$ cat src/hdl/rlim_pkg.sv
// ---------------------------------------------------------------------------
// Rate limiter package
// Shared types, constants and codes for the per-client window rate limiter.
// ---------------------------------------------------------------------------
`timescale 1ns / 1ps
`default_nettype none

package rlim_pkg;

    localparam int MAX_CLIENTS    = 16;
    localparam int SLOT_W         = $clog2(MAX_CLIENTS);
    localparam int WIN_SECONDS    = 60;
    localparam int SEC_W          = 6;
    localparam int BYTES_W        = 31;
    localparam int ADDR_W         = 32;
    localparam int BKT_AW         = SLOT_W + SEC_W;
    localparam int PADDR_W        = 3;

    localparam logic [3:0]         BLOCK_TICKS  = 4'd10;
    localparam logic [SEC_W-1:0]   NO_SECOND    = 6'd63;
    localparam logic [SEC_W-1:0]   WIN_LAST     = 6'(WIN_SECONDS);
    localparam logic [BYTES_W-1:0] SAT31        = 31'h7FFF_FFFF;
    localparam logic [BYTES_W-1:0] LIMIT_RESET  = 31'd65536;

    localparam logic [1:0] OP_ADD   = 2'd0;
    localparam logic [1:0] OP_SEND  = 2'd1;
    localparam logic [1:0] OP_TICK  = 2'd2;
    localparam logic [1:0] OP_QUERY = 2'd3;

    localparam logic [2:0] ST_OK      = 3'd0;
    localparam logic [2:0] ST_UNKNOWN = 3'd1;
    localparam logic [2:0] ST_BLOCKED = 3'd2;
    localparam logic [2:0] ST_NEWBLK  = 3'd3;
    localparam logic [2:0] ST_FULL    = 3'd4;

    localparam logic [PADDR_W-1:0] REG_BYTE_LIMIT = 3'd0;

    typedef struct packed {
        logic [1:0]         opcode;
        logic [ADDR_W-1:0]  client_address;
        logic [BYTES_W-1:0] request_bytes;
        logic [SEC_W-1:0]   current_second;
    } rlim_in_t;

    typedef struct packed {
        logic       allowed;
        logic       is_blocked_now;
        logic [2:0] status;
    } rlim_out_t;

    // Classified command handed from the front end to the back end.
    typedef struct packed {
        logic [1:0]         op;
        logic               hit;
        logic               full;
        logic [SLOT_W-1:0]  slot;
        logic [BYTES_W-1:0] bytes;
        logic [SEC_W-1:0]   sec;
    } rlim_cmd_t;

endpackage

`default_nettype wire

$ cat src/hdl/rlim_queue.sv
// ---------------------------------------------------------------------------
// Rate limiter command queue
// Two-entry queue between the front end and the back end.
// ---------------------------------------------------------------------------
`timescale 1ns / 1ps
`default_nettype none

module rlim_queue import rlim_pkg::*; (
    input  wire logic      aclk,
    input  wire logic      aresetn,
    input  wire logic      in_valid,
    output logic           in_ready,
    input  wire rlim_cmd_t in_data,
    output logic           out_valid,
    input  wire logic      out_ready,
    output rlim_cmd_t      out_data
);

    rlim_cmd_t  mem_reg [2];
    logic       wr_ptr_reg;
    logic       rd_ptr_reg;
    logic [1:0] count_reg;
    logic       push;
    logic       pop;

    assign in_ready  = count_reg != 2'd2;
    assign out_valid = count_reg != 2'd0;
    assign out_data  = mem_reg[rd_ptr_reg];
    assign push      = in_valid && in_ready;
    assign pop       = out_valid && out_ready;

    always_ff @(posedge aclk) begin
        if (!aresetn) begin
            wr_ptr_reg <= 1'b0;
            rd_ptr_reg <= 1'b0;
            count_reg  <= 2'd0;
        end else begin
            if (push) begin
                wr_ptr_reg <= !wr_ptr_reg;
            end
            if (pop) begin
                rd_ptr_reg <= !rd_ptr_reg;
            end
            count_reg <= count_reg + 2'(push) - 2'(pop);
        end
    end

    always_ff @(posedge aclk) begin
        if (push) begin
            mem_reg[wr_ptr_reg] <= in_data;
        end
    end

endmodule

`default_nettype wire

$ cat config.mk
export PLATFORM = sky130hd
export DESIGN_NAME = rlim_queue
export DESIGN_NICKNAME = d
export VERILOG_FILES = /design/src/hdl/rlim_pkg.sv /design/src/hdl/rlim_queue.sv
export SDC_FILE = /design/constraint.sdc
export NUM_CORES = 1
export LEC_CHECK = 0
export ABC_AREA = 1
export BUFFER_PORTS_ARGS = -buffer_cell sky130_fd_sc_hd__clkbuf_2
export CAP_MARGIN = 10
export CORE_UTILIZATION = 47
export DETAILED_ROUTE_END_ITERATION = 8
export PLACE_DENSITY = 0.75
export SYNTH_ARGS = -nofsm -noshare
export SYNTH_HDL_FRONTEND = slang
export SYNTH_SLANG_ARGS = --single-unit
$ cat constraint.sdc
create_clock -name aclk -period 2.7 [get_ports aclk]
set_input_delay 0.27 -clock aclk [delete_from_list [all_inputs] [get_ports aclk]]
set_output_delay 0.27 -clock aclk [all_outputs]
set_load 0.01 [all_outputs]
Word level (Yosys, flattened, before mapping) --
Memories as Yosys holds them, arrays and structs flattened. A register that Yosys moved wholly into a read port is not among the register bits. Cells that the tools add are included.
Storage, ports and cells: logic and storage cells 16, memories kept 1, input port bits 49, output and inout port bits 47, memory bits (writable) 90, bits in registers 4
Memories:
- mem_reg | words 2, bits a word 45, rd ports 1, clocked after memory_dff 1, wr ports 1, line rlim_queue.sv:19 | rlim_cmd_t mem_reg [2];
Cells by class: equal/unequal tests 1, muxes and demuxes 4, add/sub/neg operators 2, reduce and logical (&&, ||, !) cells 5
Operator list (count):
- 1-bit 2-to-1 mux | 4
- 2-bit by 1-bit adder with 2-bit output | 1
- 1-bit logical AND | 2
- 1-bit zero test | 2
- 2-bit inequality test, second input constant | 1
- 2-bit nonzero test | 1
- 2-bit by 1-bit subtractor with 2-bit output | 1

Longest topological paths before layout --
depth in word-level cells 4, depth in mapped cells 11, gate-level depth less buffers 11

Worst setup path before layout --
Ideal clock, no wire load.
path kind reg-to-reg, start register count_reg[0], end memory mem_reg[1][0] (netlist name), enable pin, data required time 2.251 ns, arrival 2.571 ns, setup time 0.449 ns, setup slack -0.320 ns, cell stages (with the launch flop) 5, buffers on the path 0, period minus slack after synthesis 3.020 ns, cell sequence dfxtp_1 inv_1 nand2_1 nand2_1 nor2_1
On the way: word-level cells in the longest chain between the ends 4
RTL lines:
- start, declared | line rlim_queue.sv:22 | logic [1:0] count_reg;
- start signal, assigned | line rlim_queue.sv:44 | count_reg <= count_reg + 2'(push) - 2'(pop);
- 2-bit inequality test | line rlim_queue.sv:26 | assign in_ready = count_reg != 2'd2;
- net in_ready | line rlim_queue.sv:12 | output logic in_ready,
- 1-bit logical AND | line rlim_queue.sv:29 | assign push = in_valid && in_ready;
- 1-bit 2-to-1 mux | line rlim_queue.sv:49 | if (push) begin
- 1-bit 2-to-1 mux (not written as such) | line rlim_queue.sv:50 | mem_reg[wr_ptr_reg] <= in_data;
- end, declared | line rlim_queue.sv:19
The timed path passes the listed nets, and every way through them passes these cells.

==> results.cfg <==
[status]
status = completed

[cts]
post-cts-setup-buffers = 0
cts_root_buf = clkbuf_8
cts_tree = yes
cts_resized = 0
clock_latency_ps = 350
cts_made_buffers = 9
clk_pin_slew_ps = 80
clk_path_buf_depth = 2
cts_sinks = 95
cts_hold_buffers = 0
htree_levels = 3

[routing]
via_per_inst = 4.767
vias = 1845
first_pass_iters = 4
drt_iter0_drc = 85
routedWlPerCell_um = 14.71
route.detailed.drc = 0
routed_wl_mm = 5.693
final_antenna_net_count = 0

[sta]
fin_setup_tns_ps = 0
fmax_mhz = 477.5
worstMarginPinSlew_ps = 361.2
finalSetupViolations = 0
slew_headroom_pct = 75.92
final_hold_viol_count = 0
skew_ps = 4.329
setup_slack_ps = 606.0
min_period_ps = 2094
drv_slew = 0
fin_crit_sh_pct = 77.56
rsz0062_at_grt = false

[placed_design]
io_buffers = 95
hpwl_mm = 3.924
place_congestion = 0.7063
preCtsSetupSlack_ps = 967.1

[logic_synthesis]
synth_edf_count = 90
yosys.cell_types.count = 14
yosys.area.top_type = edfxtp_1
synthArstFlopShare_pct = 0
synth_common_cells = edfxtp_1 (90), mux2_4 (40), nand2_1 (11), nor2_1 (8), inv_1 (7)
syn-mean-instance-area_um2 = 20.94
syn_nets = 226
synth_top_cell_area_share_pct = 73.32
synthesis.area_um2 = 3686
yosysMostFrequentCell = edfxtp_1
netlist_top_cells_area = edfxtp_1 (73%), mux2_4 (16%), dfxtp_1 (2.7%), buf_12 (2.2%), mux2_2 (1.5%)
ys.flop_type = edfxtp_1
syn_inst = 176
ys_seq_elements = 95
yosysSeqAreaShare_pct = 76.04
yosysWarnings = 0

[finish]
area_delta_synth_final_pct = 19.72
nets = 333
drive_gt1_share_pct = 57.14
final_util_pct = 59.57
largest_register_ffs = 90
fill_cells = 592

[global_routing]
grt_pass1_wl_mm = 9.066
grt_max_degree = 25
overflow = 0
grt_pass1_vias = 1922
antenna_found_initial = 1
grt_usage_pct = 15.16

[worst_setup_path]
cp_max_fo = 20
cp_cell_sequence = buf_4 -> mux2_2 -> clkbuf_2
crit_path_max_incr_delay_ps = 590
critPathSlowestCell = dfxtp_4
regToRegSetupSlack_ps = 1120
worstSetupPathType = register to output pin
path_buf_inv = 2
cp.required_ps = 2430
worstSetupEndpointType = output pin
startpoint_type = register
crit_arrival_ps = 1820
cp_top_family = flip-flops

[worst_hold_path]
hold_class = input port to register

[floorplan]
rows = 31
die_h_um = 90.56
io_pins = 96
die_area_um2 = 8201
die_w_um = 90.56
start_util_pct = 49.76
core_um2 = 7408

[pwr]
vdd_ir_drop_max_uv = 416.7
p_per_area_nw_per_um2 = 862.3
leakage_nw = 1.787
total_power_mw = 3.805

[job]
maxCapViolations = 0
==> cell usage in the layout, fill, tap and decap left out <==
| cell | instances |
|---|---|
| clkbuf_2 | 95 |
| edfxtp_1 | 90 |
| mux2_4 | 40 |
| nand2_1 | 11 |
| clkbuf_8 | 9 |
| inv_1 | 7 |
| nor2_1 | 6 |
| buf_4 | 6 |
| mux2_2 | 5 |
| clkinv_2 | 5 |
| dfxtp_1 | 4 |
| nor2_4 | 2 |
| diode_2 | 1 |
| nor2_2 | 1 |
| xnor2_1 | 1 |
| a21oi_1 | 1 |
| nand3_1 | 1 |
| ha_1 | 1 |
| dfxtp_4 | 1 |
| clkinv_1 | 1 |
==> metrics by stage <==
stage          hold WS [ps]  area, um2  instances
2_1_floorplan         363.5       3691        176
4_1_cts               87.01       4410        386
6_report              103.6       4413        387
3_3_place_gp          458.5       4258        371
5_1_grt               78.90       4410        386
3_5_place_dp          463.4       4258        371
==> worst paths after layout <==
path,startpoint,to,depth (start not counted)
min,in_data[44],mem_reg[1][44],1
max,register,out_data[3],3
max reg2reg,count_reg[0],count_reg[1],11
min reg2reg,rd_ptr_reg,rd_ptr_reg,2
==> power by group <==
part,internal [mW],total (mW),switching [mW],leakage [nW]
sequential,1.87,1.98,0.107,0.883
combinational,0.552,1.07,0.518,0.818
clock,0.318,0.757,0.439,0.0858
total,2.74,3.81,1.06,1.79
==> area by class of cell <==
cell class | count | area, um2 | area share (%)
diodes | 1 | 2.502 | 0.05671
clock buffers | 9 | 123.9 | 2.807
clock inverters | 6 | 28.78 | 0.6521
inverters | 7 | 26.28 | 0.5954
multi-input cells | 69 | 780.7 | 17.69
flip-flops and latches | 95 | 2806 | 63.60
well taps | 99 | 123.9 | 2.807
repair buffers | 101 | 520.5 | 11.79
==> kinds of logic after synthesis <==
family,share of synthesized area [%]
AO/OA/AOI/OAI,0.1356
flip-flops,76.04
XOR/XNOR,0.2377
adder cells (fa/ha/maj),0.3394
multiplexers,17.82
AND/OR/NAND/NOR,2.240
buffers and inverters,3.191
==> metal layers <==
layer / global-route usage, % / vias up / part of all wire [%]
met4: 7.258 / 0 / 1.9
met5: 0 / - / 0
met3: 5.724 / 10 / 6.9
met1: 16.30 / 888 / 39
met2: 26.20 / 67 / 53
li1: - / 880 / -
(Power assumes the default switching activity.)
