--- src/hdl/rlim_pkg.sv ---
// ---------------------------------------------------------------------------
// Rate limiter package
// Shared types, constants and codes for the per-client window rate limiter.
// ---------------------------------------------------------------------------
`timescale 1ns / 1ps
`default_nettype none

package rlim_pkg;

    localparam int MAX_CLIENTS    = 16;
    localparam int SLOT_W         = $clog2(MAX_CLIENTS);
    localparam int WIN_SECONDS    = 60;
    localparam int SEC_W          = 6;
    localparam int BYTES_W        = 31;
    localparam int ADDR_W         = 32;
    localparam int BKT_AW         = SLOT_W + SEC_W;
    localparam int PADDR_W        = 3;

    localparam logic [3:0]         BLOCK_TICKS  = 4'd10;
    localparam logic [SEC_W-1:0]   NO_SECOND    = 6'd63;
    localparam logic [SEC_W-1:0]   WIN_LAST     = 6'(WIN_SECONDS);
    localparam logic [BYTES_W-1:0] SAT31        = 31'h7FFF_FFFF;
    localparam logic [BYTES_W-1:0] LIMIT_RESET  = 31'd65536;

    localparam logic [1:0] OP_ADD   = 2'd0;
    localparam logic [1:0] OP_SEND  = 2'd1;
    localparam logic [1:0] OP_TICK  = 2'd2;
    localparam logic [1:0] OP_QUERY = 2'd3;

    localparam logic [2:0] ST_OK      = 3'd0;
    localparam logic [2:0] ST_UNKNOWN = 3'd1;
    localparam logic [2:0] ST_BLOCKED = 3'd2;
    localparam logic [2:0] ST_NEWBLK  = 3'd3;
    localparam logic [2:0] ST_FULL    = 3'd4;

    localparam logic [PADDR_W-1:0] REG_BYTE_LIMIT = 3'd0;

    typedef struct packed {
        logic [1:0]         opcode;
        logic [ADDR_W-1:0]  client_address;
        logic [BYTES_W-1:0] request_bytes;
        logic [SEC_W-1:0]   current_second;
    } rlim_in_t;

    typedef struct packed {
        logic       allowed;
        logic       is_blocked_now;
        logic [2:0] status;
    } rlim_out_t;

    // Classified command handed from the front end to the back end.
    typedef struct packed {
        logic [1:0]         op;
        logic               hit;
        logic               full;
        logic [SLOT_W-1:0]  slot;
        logic [BYTES_W-1:0] bytes;
        logic [SEC_W-1:0]   sec;
    } rlim_cmd_t;

endpackage

`default_nettype wire

--- src/hdl/rlim_front.sv ---
// ---------------------------------------------------------------------------
// Rate limiter front end
// Accepts words, looks the address up in the client table, allocates slots
// for new clients and emits classified commands.
// ---------------------------------------------------------------------------
`timescale 1ns / 1ps
`default_nettype none

module rlim_front import rlim_pkg::*; (
    input  wire logic      aclk,
    input  wire logic      aresetn,
    input  wire logic      s_valid,
    output logic           s_ready,
    input  wire rlim_in_t  s_data,
    output logic           cmd_valid,
    input  wire logic      cmd_ready,
    output rlim_cmd_t      cmd_data
);

    logic [MAX_CLIENTS-1:0] valid_reg;
    logic [ADDR_W-1:0]      ip_reg [MAX_CLIENTS];

    logic              hit;
    logic [SLOT_W-1:0] hit_slot;
    logic              has_free;
    logic [SLOT_W-1:0] free_slot;
    logic [SEC_W-1:0]  sec;
    logic              accept;

    always_comb begin
        hit       = 1'b0;
        hit_slot  = '0;
        has_free  = 1'b0;
        free_slot = '0;
        for (int i = MAX_CLIENTS - 1; i >= 0; i--) begin
            if (valid_reg[i] && ip_reg[i] == s_data.client_address) begin
                hit      = 1'b1;
                hit_slot = SLOT_W'(i);
            end
            if (!valid_reg[i]) begin
                has_free  = 1'b1;
                free_slot = SLOT_W'(i);
            end
        end
    end

    assign sec = (s_data.current_second >= WIN_LAST) ?
                 s_data.current_second - WIN_LAST : s_data.current_second;

    assign s_ready   = cmd_ready;
    assign cmd_valid = s_valid;
    assign accept    = s_valid && cmd_ready;

    always_comb begin
        cmd_data.op    = s_data.opcode;
        cmd_data.hit   = hit;
        cmd_data.full  = !hit && !has_free;
        cmd_data.slot  = hit ? hit_slot : free_slot;
        cmd_data.bytes = s_data.request_bytes;
        cmd_data.sec   = sec;
    end

    always_ff @(posedge aclk) begin
        if (!aresetn) begin
            valid_reg <= '0;
        end else if (accept && s_data.opcode == OP_ADD && !hit && has_free) begin
            valid_reg[free_slot] <= 1'b1;
        end
    end

    always_ff @(posedge aclk) begin
        if (accept && s_data.opcode == OP_ADD && !hit && has_free) begin
            ip_reg[free_slot] <= s_data.client_address;
        end
    end

endmodule

`default_nettype wire

--- config.mk ---
export PLATFORM = sky130hd
export DESIGN_NAME = rlim_front
export DESIGN_NICKNAME = d
export VERILOG_FILES = /design/src/hdl/rlim_pkg.sv /design/src/hdl/rlim_front.sv
export SDC_FILE = /design/constraint.sdc
export NUM_CORES = 1
export LEC_CHECK = 0
export BUFFER_PORTS_ARGS = -buffer_cell sky130_fd_sc_hd__buf_2
export CORE_UTILIZATION = 53
export CTS_BUF_LIST = sky130_fd_sc_hd__clkbuf_4
export DETAILED_ROUTE_END_ITERATION = 8
export PLACE_DENSITY_LB_ADDON = 0.05
export SKIP_LAST_GASP = 1
export SLEW_MARGIN = 20
export SYNTH_ARGS = -nofsm -noshare
export SYNTH_HDL_FRONTEND = slang
export SYNTH_SLANG_ARGS = --single-unit
--- constraint.sdc ---
create_clock -name aclk -period 7.5 [get_ports aclk]
set_input_delay 0.375 -clock aclk [delete_from_list [all_inputs] [get_ports aclk]]
set_output_delay 0.375 -clock aclk [all_outputs]
set_load 0.005 [all_outputs]
; ---- After elaboration in Yosys (flattened, before gate mapping)
; Memory sizes are Yosys's and may differ from the RTL's.
; Cells that the tools add are included.
[classes]
add_sub_neg = 1
magnitude_cmp = 3
eq_ne = 16
mux = 70
n_bitwise = 1
reduce_logical = 25
[ops]
columns = cell, n
row1 = == test 32 bit, 16
row2 = two-way mux 4 bit, 33
row3 = two-way mux 1 bit, 35
row4 = logical AND 1 bit, 22
row5 = bitwise OR 16 bit, 1
row6 = ">= comparator 6 bit, second input constant", 1
row7 = two-way mux 6 bit, 1
row8 = "subtractor 6 bit, second input constant", 1
row9 = "< comparator 4 x 5 -> 1 bit, second input constant", 1
row10 = demux 1 bit (select 4 bit), 1
row11 = ">= comparator 4 x 1 -> 1 bit, second input constant", 1
row12 = zero test 1 bit, 2
row13 = zero test 2 bit, 1
[totals]
regBits = 16
ram_bits = 512
input_bits = 75
output_inout_bits = 47
wordCells = 118
memories = 1
[mem_list]
columns = memory, depth, width, read_ports, rd_ports_with_merged_regs, write_ports, line
row1 = ip_reg, 16, 32, 16, 0, 1, rlim_front.sv:21  ; logic [ADDR_W-1:0] ip_reg [MAX_CLIENTS];

; ---- Depth between registers and ports, before layout
; Gate-level depths: netlist of run 1.
[logic_depth]
word_depth = 23
ltp_mapped = 11
mapped_depth_nobuf = 8

; ---- Worst setup path before layout of run 1
; Ideal clock, no wire load.
[synth_timing]
kind = input -> register
start = input s_data[68] (netlist name)
end = memory ip_reg[13][0] (enable)
setup_ns = 0.502
arrival_time_ns = 4.965
required_ns = 6.998
slack_ns = 2.034
path_stages = 10
n_path_buf = 2
path_cell_list = buf_4 > buf_6 > xor2_1 > nor4_1 > nand4_1 > nor4_1 > nand4b_4 > nor4_4 > nand2_4 > nor4_1
[synth_between]
elab_chain_len = 23
word_cells_on_any_way = 53
classes_between = 16 x eq/ne / 18 x mux / 19 x reduce/logical
[synth_lines]
columns = element, line
row1 = start: declaration, rlim_front.sv:14  ; input wire rlim_in_t s_data,
row2 = == test 32 bit, rlim_front.sv:36  ; if (valid_reg[i] && ip_reg[i] == s_data.client_address) begin
row3 = logical AND 1 bit, rlim_front.sv:36
row4 = two-way mux 1 bit (15 in a row), rlim_front.sv:36
row5 = two-way mux 1 bit *, rlim_front.sv:36
row6 = zero test 1 bit *, rlim_front.sv:72  ; if (accept && s_data.opcode == OP_ADD && !hit && has_free) begin
row7 = logical AND 1 bit * (2 in a row), rlim_front.sv:72
row8 = two-way mux 1 bit *, rlim_front.sv:72
row9 = two-way mux 1 bit (implied by the code) *, rlim_front.sv:73  ; ip_reg[free_slot] <= s_data.client_address;
row10 = end: declaration, rlim_front.sv:21
; Mark *: on every way between the ends. The rest lies on a longest branch, timed or not.

==> impl_metrics.json, run 1 <==
{
  "regToRegSetupSlack_ps": 4110,
  "worstHoldPathCells": 2,
  "cap_violations": 0,
  "max_freq_mhz": 232.2,
  "drt-wirelength-per-cell_microns": 24.94,
  "holdPathEnd": "ip_reg[15][1]$_DFFE_PP_",
  "ioPinCount": 122,
  "ff_latch_area_sq_mm": 0.01570,
  "worstSetupPathType": "primary input to output port",
  "slowest_delay_ps": 670,
  "cts_tree": "done",
  "cts.clk_slew.worst_paths_ps": 70,
  "skew_ps": 35.48,
  "routabilityCongestion": 0.9081,
  "startpoint": "s_data[61]",
  "core_area_sq_mm": 0.04548,
  "wirelength_mm": 63.12,
  "vias": 14920,
  "nNetsFinal": 1909,
  "insertion_delay_ps": 970,
  "dp_hpwl_mm": 36.00,
  "cp_top_family": "simple AND/OR/NAND/NOR gates",
  "final.setup.tns_ps": 0,
  "finalHoldViolCount": 0,
  "period_share": 0.5742,
  "syn_avg_cell_area_sq_um": 14.49,
  "hp-class": "primary input to flop",
  "root_buffer": "clkbuf_4",
  "syn-cell-area_sq_mm": 0.02453,
  "row_count": 78,
  "area_growth_pct": 9.188,
  "synth_cells": 1693,
  "multiInputGateArea_sq_mm": 0.007876,
  "ant_nets": 0,
  "synth_edf_count": 512,
  "initial_core_util": 0.5393,
  "ys_seq_elements": 528,
  "synth_seq_area_share": 0.6399,
  "cp_cell_sequence": "dlygate4sd3_1, buf_2, buf_4, xor2_1, nor4_1, nand3_1, or4_1, nand4_1, nor2_1, nand2_1, nor4_1, buf_2",
  "place_ws_ps": 3410,
  "maxSlewViolCount": 0,
  "dieArea_sq_mm": 0.04714,
  "r2r-start": "valid_reg[1]$_SDFFE_PN0P_",
  "grt_usage": 0.2750,
  "cp_slowest_cell": "nor4_1",
  "synth_ff_type": "edfxtp_1",
  "clock_sinks": 528,
  "grt_pass1_wl_mm": 92.92,
  "cp-end-kind": "output port",
  "max-slew-margin-rel": 0.2633,
  "grt_max_degree": 35,
  "setup_slack_ps": 3193,
  "nFillCells": 3740,
  "r2r_cells": 7,
  "post-route-min-period_ps": 4307,
  "syn-num-nets": 1769,
  "cts_htree_levels": 4,
  "antenna_found_initial": 2,
  "ys_types": 59,
  "crit_buf_inv": 4,
  "grt_pass1_vias": 14840,
  "cts_setup_buffers": 0,
  "avgViaCountPerCell": 5.895,
  "largest_reg_flops": 512,
  "cp-start-kind": "primary input",
  "numPortBuffers": 55,
  "ctsLongestPathBuffers": 3,
  "required_ps": 7120,
  "drive_gt1_frac": 0.1851,
  "first_pass_iters": 5,
  "async_flop_share": 0,
  "first_iter_violations": 1205,
  "arrival_ps": 3930,
  "hp-start": "s_data[38]",
  "final-setup-viol-count": 0,
  "power_density_mw_per_mm2": 227.5,
  "die_y_microns": 217.1,
  "fp.dieW_microns": 217.1,
  "worst-path-max-fanout": 17,
  "whs_ps": 72.46,
  "outcome": "finished clean",
  "rsz0062_at_grt": "no",
  "power_mw": 6.092,
  "tightest_slew_ps": 1105,
  "drc": 0,
  "overflow": 0,
  "cts_buffers": 140,
  "leakagePower_nw": 8.558,
  "ir_worst_vdd_mv": 0.1661,
  "yosys_warnings": 0,
  "r2r-end": "ip_reg[13][5]$_DFFE_PP_"
}
-- through the flow --
step	util	std cells	area [sq um]
6_report	0.5888	2531	26780
5_1_grt	0.5885	2525	26760
4_1_cts	0.5884	2523	26760
3_5_place_dp	0.5490	2283	24970
3_3_place_gp	0.5489	2283	24960
2_1_floorplan	-	1693	24530
-- worst register-to-register path, stage by stage (launching register included) --
cell	delay, ps
dfxtp_1	530
nand2_1	160
nor2_1	500
nand3_1	490
inv_1	290
nand3_1	340
nor4_2	330
buf_4	410
-- cell usage in the layout (no fill, tap or decap), types with 11 or more instances in the layout --
master / synthesis / layout
inv_1: 15 / 15
dfxtp_1: 16 / 16
clkinv_1: 0 / 15
nor4b_1: 11 / 11
nand4_1: 107 / 107
edfxtp_1: 512 / 512
nor3_1: 43 / 33
nand3_1: 37 / 37
nand4b_1: 15 / 15
nor2_1: 13 / 12
xnor2_1: 213 / 213
nand2_1: 65 / 65
buf_2: 0 / 55
nor4_1: 140 / 136
clkbuf_4: 0 / 209
buf_4: 52 / 42
xor2_1: 290 / 290
-- worst max path at each step --
stage	endpoint	cells past startpoint
final	cmd_data[41]	12
after global routing	cmd_data[38]	12
after CTS	cmd_data[38]	12
after detailed placement	ip_reg[8][4]$_DFFE_PP_	10
after global placement	ip_reg[8][6]$_DFFE_PP_	10
after floorplan	ip_reg[13][0]$_DFFE_PP_	10
-- metal layers --
| metal | GRT usage | vias up | routed length [microns] |
|---|---|---|---|
| met5 | 0 | - | 0 |
| met4 | 0.1171 | 0 | 1904 |
| met3 | 0.05954 | 145 | 3870 |
| met2 | 0.4222 | 637 | 29110 |
| met1 | 0.3793 | 7440 | 28240 |
| li1 | - | 6697 | - |
-- layout make-up --
class,count,area share
clock inverter,23,0.005280
tap,600,0.02803
multi-input combinational,1043,0.2941
sequential,528,0.5861
clock buffer,209,0.05859
antenna,8,0.0007476
timing repair buffer,105,0.02504
inverter,15,0.002103
-- cells by family (layout without fill, tap and decap cells) --
family / count (synthesis) / count (layout) / synth area share
AOI/OAI and AO/OA: 50 / 50 / 0.01510
buffers and inverters: 122 / 352 / 0.04270
adders and majority gates: 1 / 1 / 0.0005101
muxes: 1 / 1 / 0.0004591
and+or+nand+nor: 484 / 484 / 0.1190
DFF: 528 / 528 / 0.6399
other: 0 / 8 / 0
xor gates and xnor gates: 507 / 507 / 0.1823
-- power by group --
group,switching (mW),internal [mW]
logic,0.283,0.111
registers,0.00189,3.24
clock network,1.13,1.33
-- Yosys cell counts (2+ instances only) --
master       n  area, sq um
o32ai_1      2        17.52
o211ai_1     3        22.52
buf_6       51        574.3
nand3_1     37        185.2
nor4_2       5        62.56
dfxtp_1     16        320.3
xor2_1     290         2540
o21ai_0      7        35.03
or4_4        4        45.04
clkbuf_1     2        7.510
nor3_1      43        215.2
a31oi_1      5        31.28
or3_1        4        25.02
a2111o_1     2        22.52
xor2_2       4        65.06
inv_1       15        56.30
nor4b_1     11        96.34
nand2b_1    10        62.56
o2111ai_1    2        17.52
a21boi_0     3        22.52
or3b_2       3        26.28
nand4b_1    15        131.4
xnor2_1    213         1866
o31ai_1      9        67.56
nor2_1      13        48.80
nand2_1     65        244.0
a21oi_1      5        25.02
or4_1        7        52.55
buf_4       52        390.4
and3_1       2        12.51
nand4_1    107        669.4
nor4_1     140        875.8
edfxtp_1   512        15370
nor2b_1      9        56.30
-- repair_timing --
| action | CTS | global route |
|---|---|---|
| hold buffers | 8 | 0 |
| resized for setup | 0 | 0 |
| setup endpoints to repair | 0 | 0 |
| endpoints found under the hold margin | 39 | 0 |
Note: power is estimated with default switching activity, not from simulation.
==> run 2: changes to the inputs <==
Clock period 7.5 ns to 3.72 ns, I/O delays scaled along.
==> run 2 against run 1 <==
  * Via count increased by 2.7%
  * First-iteration DRC count increased by 15%
  * Critical endpoint is now cmd_data[37]
  * The flow now finishes with violations (setup timing)
  * Clock skew increased by 20 ps
==> impl_metrics.json, run 2 (same netlist as run 1, synthesis figures left out) <==
{
  "ant_nets": 0,
  "period_share": 1.024,
  "hp-class": "primary input to flop",
  "avgViaCountPerCell": 5.850,
  "wirelength_mm": 65.93,
  "place_ws_ps": 272.7,
  "cp-start-kind": "flop",
  "worstHoldPathCells": 2,
  "p_switching_mw": 2.988,
  "first_pass_iters": 5,
  "placed_area_sq_mm": 0.02593,
  "cap_violations": 0,
  "arrival_ps": 3620,
  "worstSetupPathType": "flop to output port",
  "wl_met2_mm": 30.21,
  "hp-start": "s_data[67]",
  "regToRegSetupSlack_ps": 520,
  "clock_sinks": 528,
  "power_density_mw_per_mm2": 435.6,
  "failed_checks": "setup timing",
  "setup_slack_ps": -88.14,
  "antenna_found_initial": 3,
  "post-route-min-period_ps": 3808,
  "drt-wirelength-per-cell_microns": 25.16,
  "power_frac_seq": 0.530,
  "first_iter_violations": 1380,
  "pwr-share-comb": 0.076,
  "largest_reg_flops": 512,
  "cts_tree": "done",
  "fp.dieW_microns": 217.1,
  "finalHoldViolCount": 0,
  "area_growth_pct": 15.31,
  "row_count": 78,
  "cp_cell_sequence": "xor2_1, nor4_1, nand4_1, or4_4, nand3_1, nor2b_1, a2111o_1, nand2_1, buf_2",
  "overflow": 0,
  "crit_buf_inv": 1,
  "nFillCells": 3522,
  "met3_length_mm": 4.494,
  "drive_gt1_frac": 0.2103,
  "initial_core_util": 0.5393,
  "cp-end-kind": "output port",
  "insertion_delay_ps": 1000,
  "grt_pass1_vias": 15380,
  "cp_top_family": "simple AND/OR/NAND/NOR gates",
  "power.internal_mw": 9.330,
  "tightest_slew_ps": 919.6,
  "r2r-end": "ip_reg[11][19]$_DFFE_PP_",
  "numPortBuffers": 55,
  "grt_usage": 0.2885,
  "power.clock.fraction": 0.394,
  "grt_pass1_wl_mm": 97.33,
  "root_buffer": "clkbuf_4",
  "holdPathEnd": "ip_reg[5][30]$_DFFE_PP_",
  "vias": 15330,
  "worst-path-max-fanout": 4,
  "r2r_cells": 9,
  "max-slew-margin-rel": 0.3849,
  "die_y_microns": 217.1,
  "ir_worst_vdd_mv": 0.2711,
  "core_area_sq_mm": 0.04548,
  "leakagePower_nw": 9.190,
  "grt_max_degree": 34,
  "p_sw_frac": 0.2426,
  "power_mw": 12.32,
  "final-setup-viol-count": 2,
  "cp_slowest_cell": "or4_4",
  "stdcell_area_sq_mm": 0.02828,
  "wl_met1_mm": 29.12,
  "mostFrequentLayoutCells": "edfxtp_1 (512), xor2_1 (286), xnor2_1 (212), clkbuf_4 (202), nor4_1 (121)",
  "max_freq_mhz": 262.6,
  "r2r-start": "valid_reg[15]$_SDFFE_PN0P_",
  "ioPinCount": 122,
  "drc": 0,
  "ctsLongestPathBuffers": 3,
  "routabilityCongestion": 0.8982,
  "skew_ps": 55.70,
  "top_layer": "met4",
  "required_ps": 3530,
  "outcome": "finished, violations left",
  "cts_htree_levels": 4,
  "maxSlewViolCount": 0,
  "final_common_cell": "edfxtp_1",
  "dieArea_sq_mm": 0.04714,
  "cts_buffers": 142,
  "dp_hpwl_mm": 38.45,
  "rsz0062_at_grt": "yes",
  "slowest_delay_ps": 610,
  "nNetsFinal": 1995,
  "cts.clk_slew.worst_paths_ps": 70
}
[run 2: cell types whose count changed in the layout (fill, tap and decap cells not counted), sizes merged]
cell and change:
buf +47, dlygate4sd3 +36, clkinv +15, clkbuf -7, diode -4, inv +3, bufinv -2, dlymetal6s4s +1
[run 2: power groups by stage]
stage	clock network (mW)	registers (mW)	logic, mW
global route	5.28	6.52	0.992
global placement	0	6.65	0.869
CTS	4.96	6.53	0.925
finish	4.86	6.53	0.935
detailed placement	0	6.65	0.873
floorplan	0	6.66	0.532
[run 2: how the worst max path moves through the flow]
stage	startpoint	to	slack [ps]	depth (start not counted)
final	ip_reg[3][6]$_DFFE_PP_	cmd_data[37]	-90	9
after global placement	s_data[50]	ip_reg[10][1]$_DFFE_PP_	320	12
after global routing	ip_reg[3][6]$_DFFE_PP_	cmd_data[37]	-230	9
after detailed placement	s_data[50]	ip_reg[10][21]$_DFFE_PP_	270	12
after floorplan	s_data[68]	ip_reg[14][0]$_DFFE_PP_	-760	11
after CTS	ip_reg[15][22]$_DFFE_PP_	cmd_data[38]	-190	9
[run 2: per-stage QoR]
stage               hold slack [ps]  setup TNS, ps  utilization  instances
floorplan                     284.9        -254770            -       1693
finish                        116.9         -161.2       0.6219       2620
detailed placement            372.0              0       0.5702       2325
global placement              372.0              0       0.5702       2325
CTS                           2.891         -674.2       0.6182       2613
global route                  61.25         -430.9       0.6218       2619
[run 2: repair_timing]
item	4_1_cts	5_1_grt
setup endpoints to repair	5	6
hold buffers	45	0
resized for setup	9	21
gates cloned	0	0
setup buffers	2	3
pin swaps	10	15
endpoints found under the hold margin	530	0
[run 2: area by class of cell]
| type | count | area [sq um] | share of cell area |
|---|---|---|---|
| clock inverters | 39 | 150.1 | 0.005309 |
| inverters | 15 | 56.30 | 0.001991 |
| diodes | 4 | 10.01 | 0.0003539 |
| repair buffers | 189 | 2009 | 0.07105 |
| flip-flops and latches | 528 | 15700 | 0.5550 |
| well taps | 600 | 750.7 | 0.02655 |
| multi-input cells | 1043 | 8093 | 0.2862 |
| clock buffers | 202 | 1516 | 0.05362 |
[run 2: per-layer routing]
metal,vias to the layer above,global-route usage
li1,6879,-
met3,132,0.06164
met5,-,0
met1,7665,0.4061
met2,651,0.4362
met4,0,0.1183
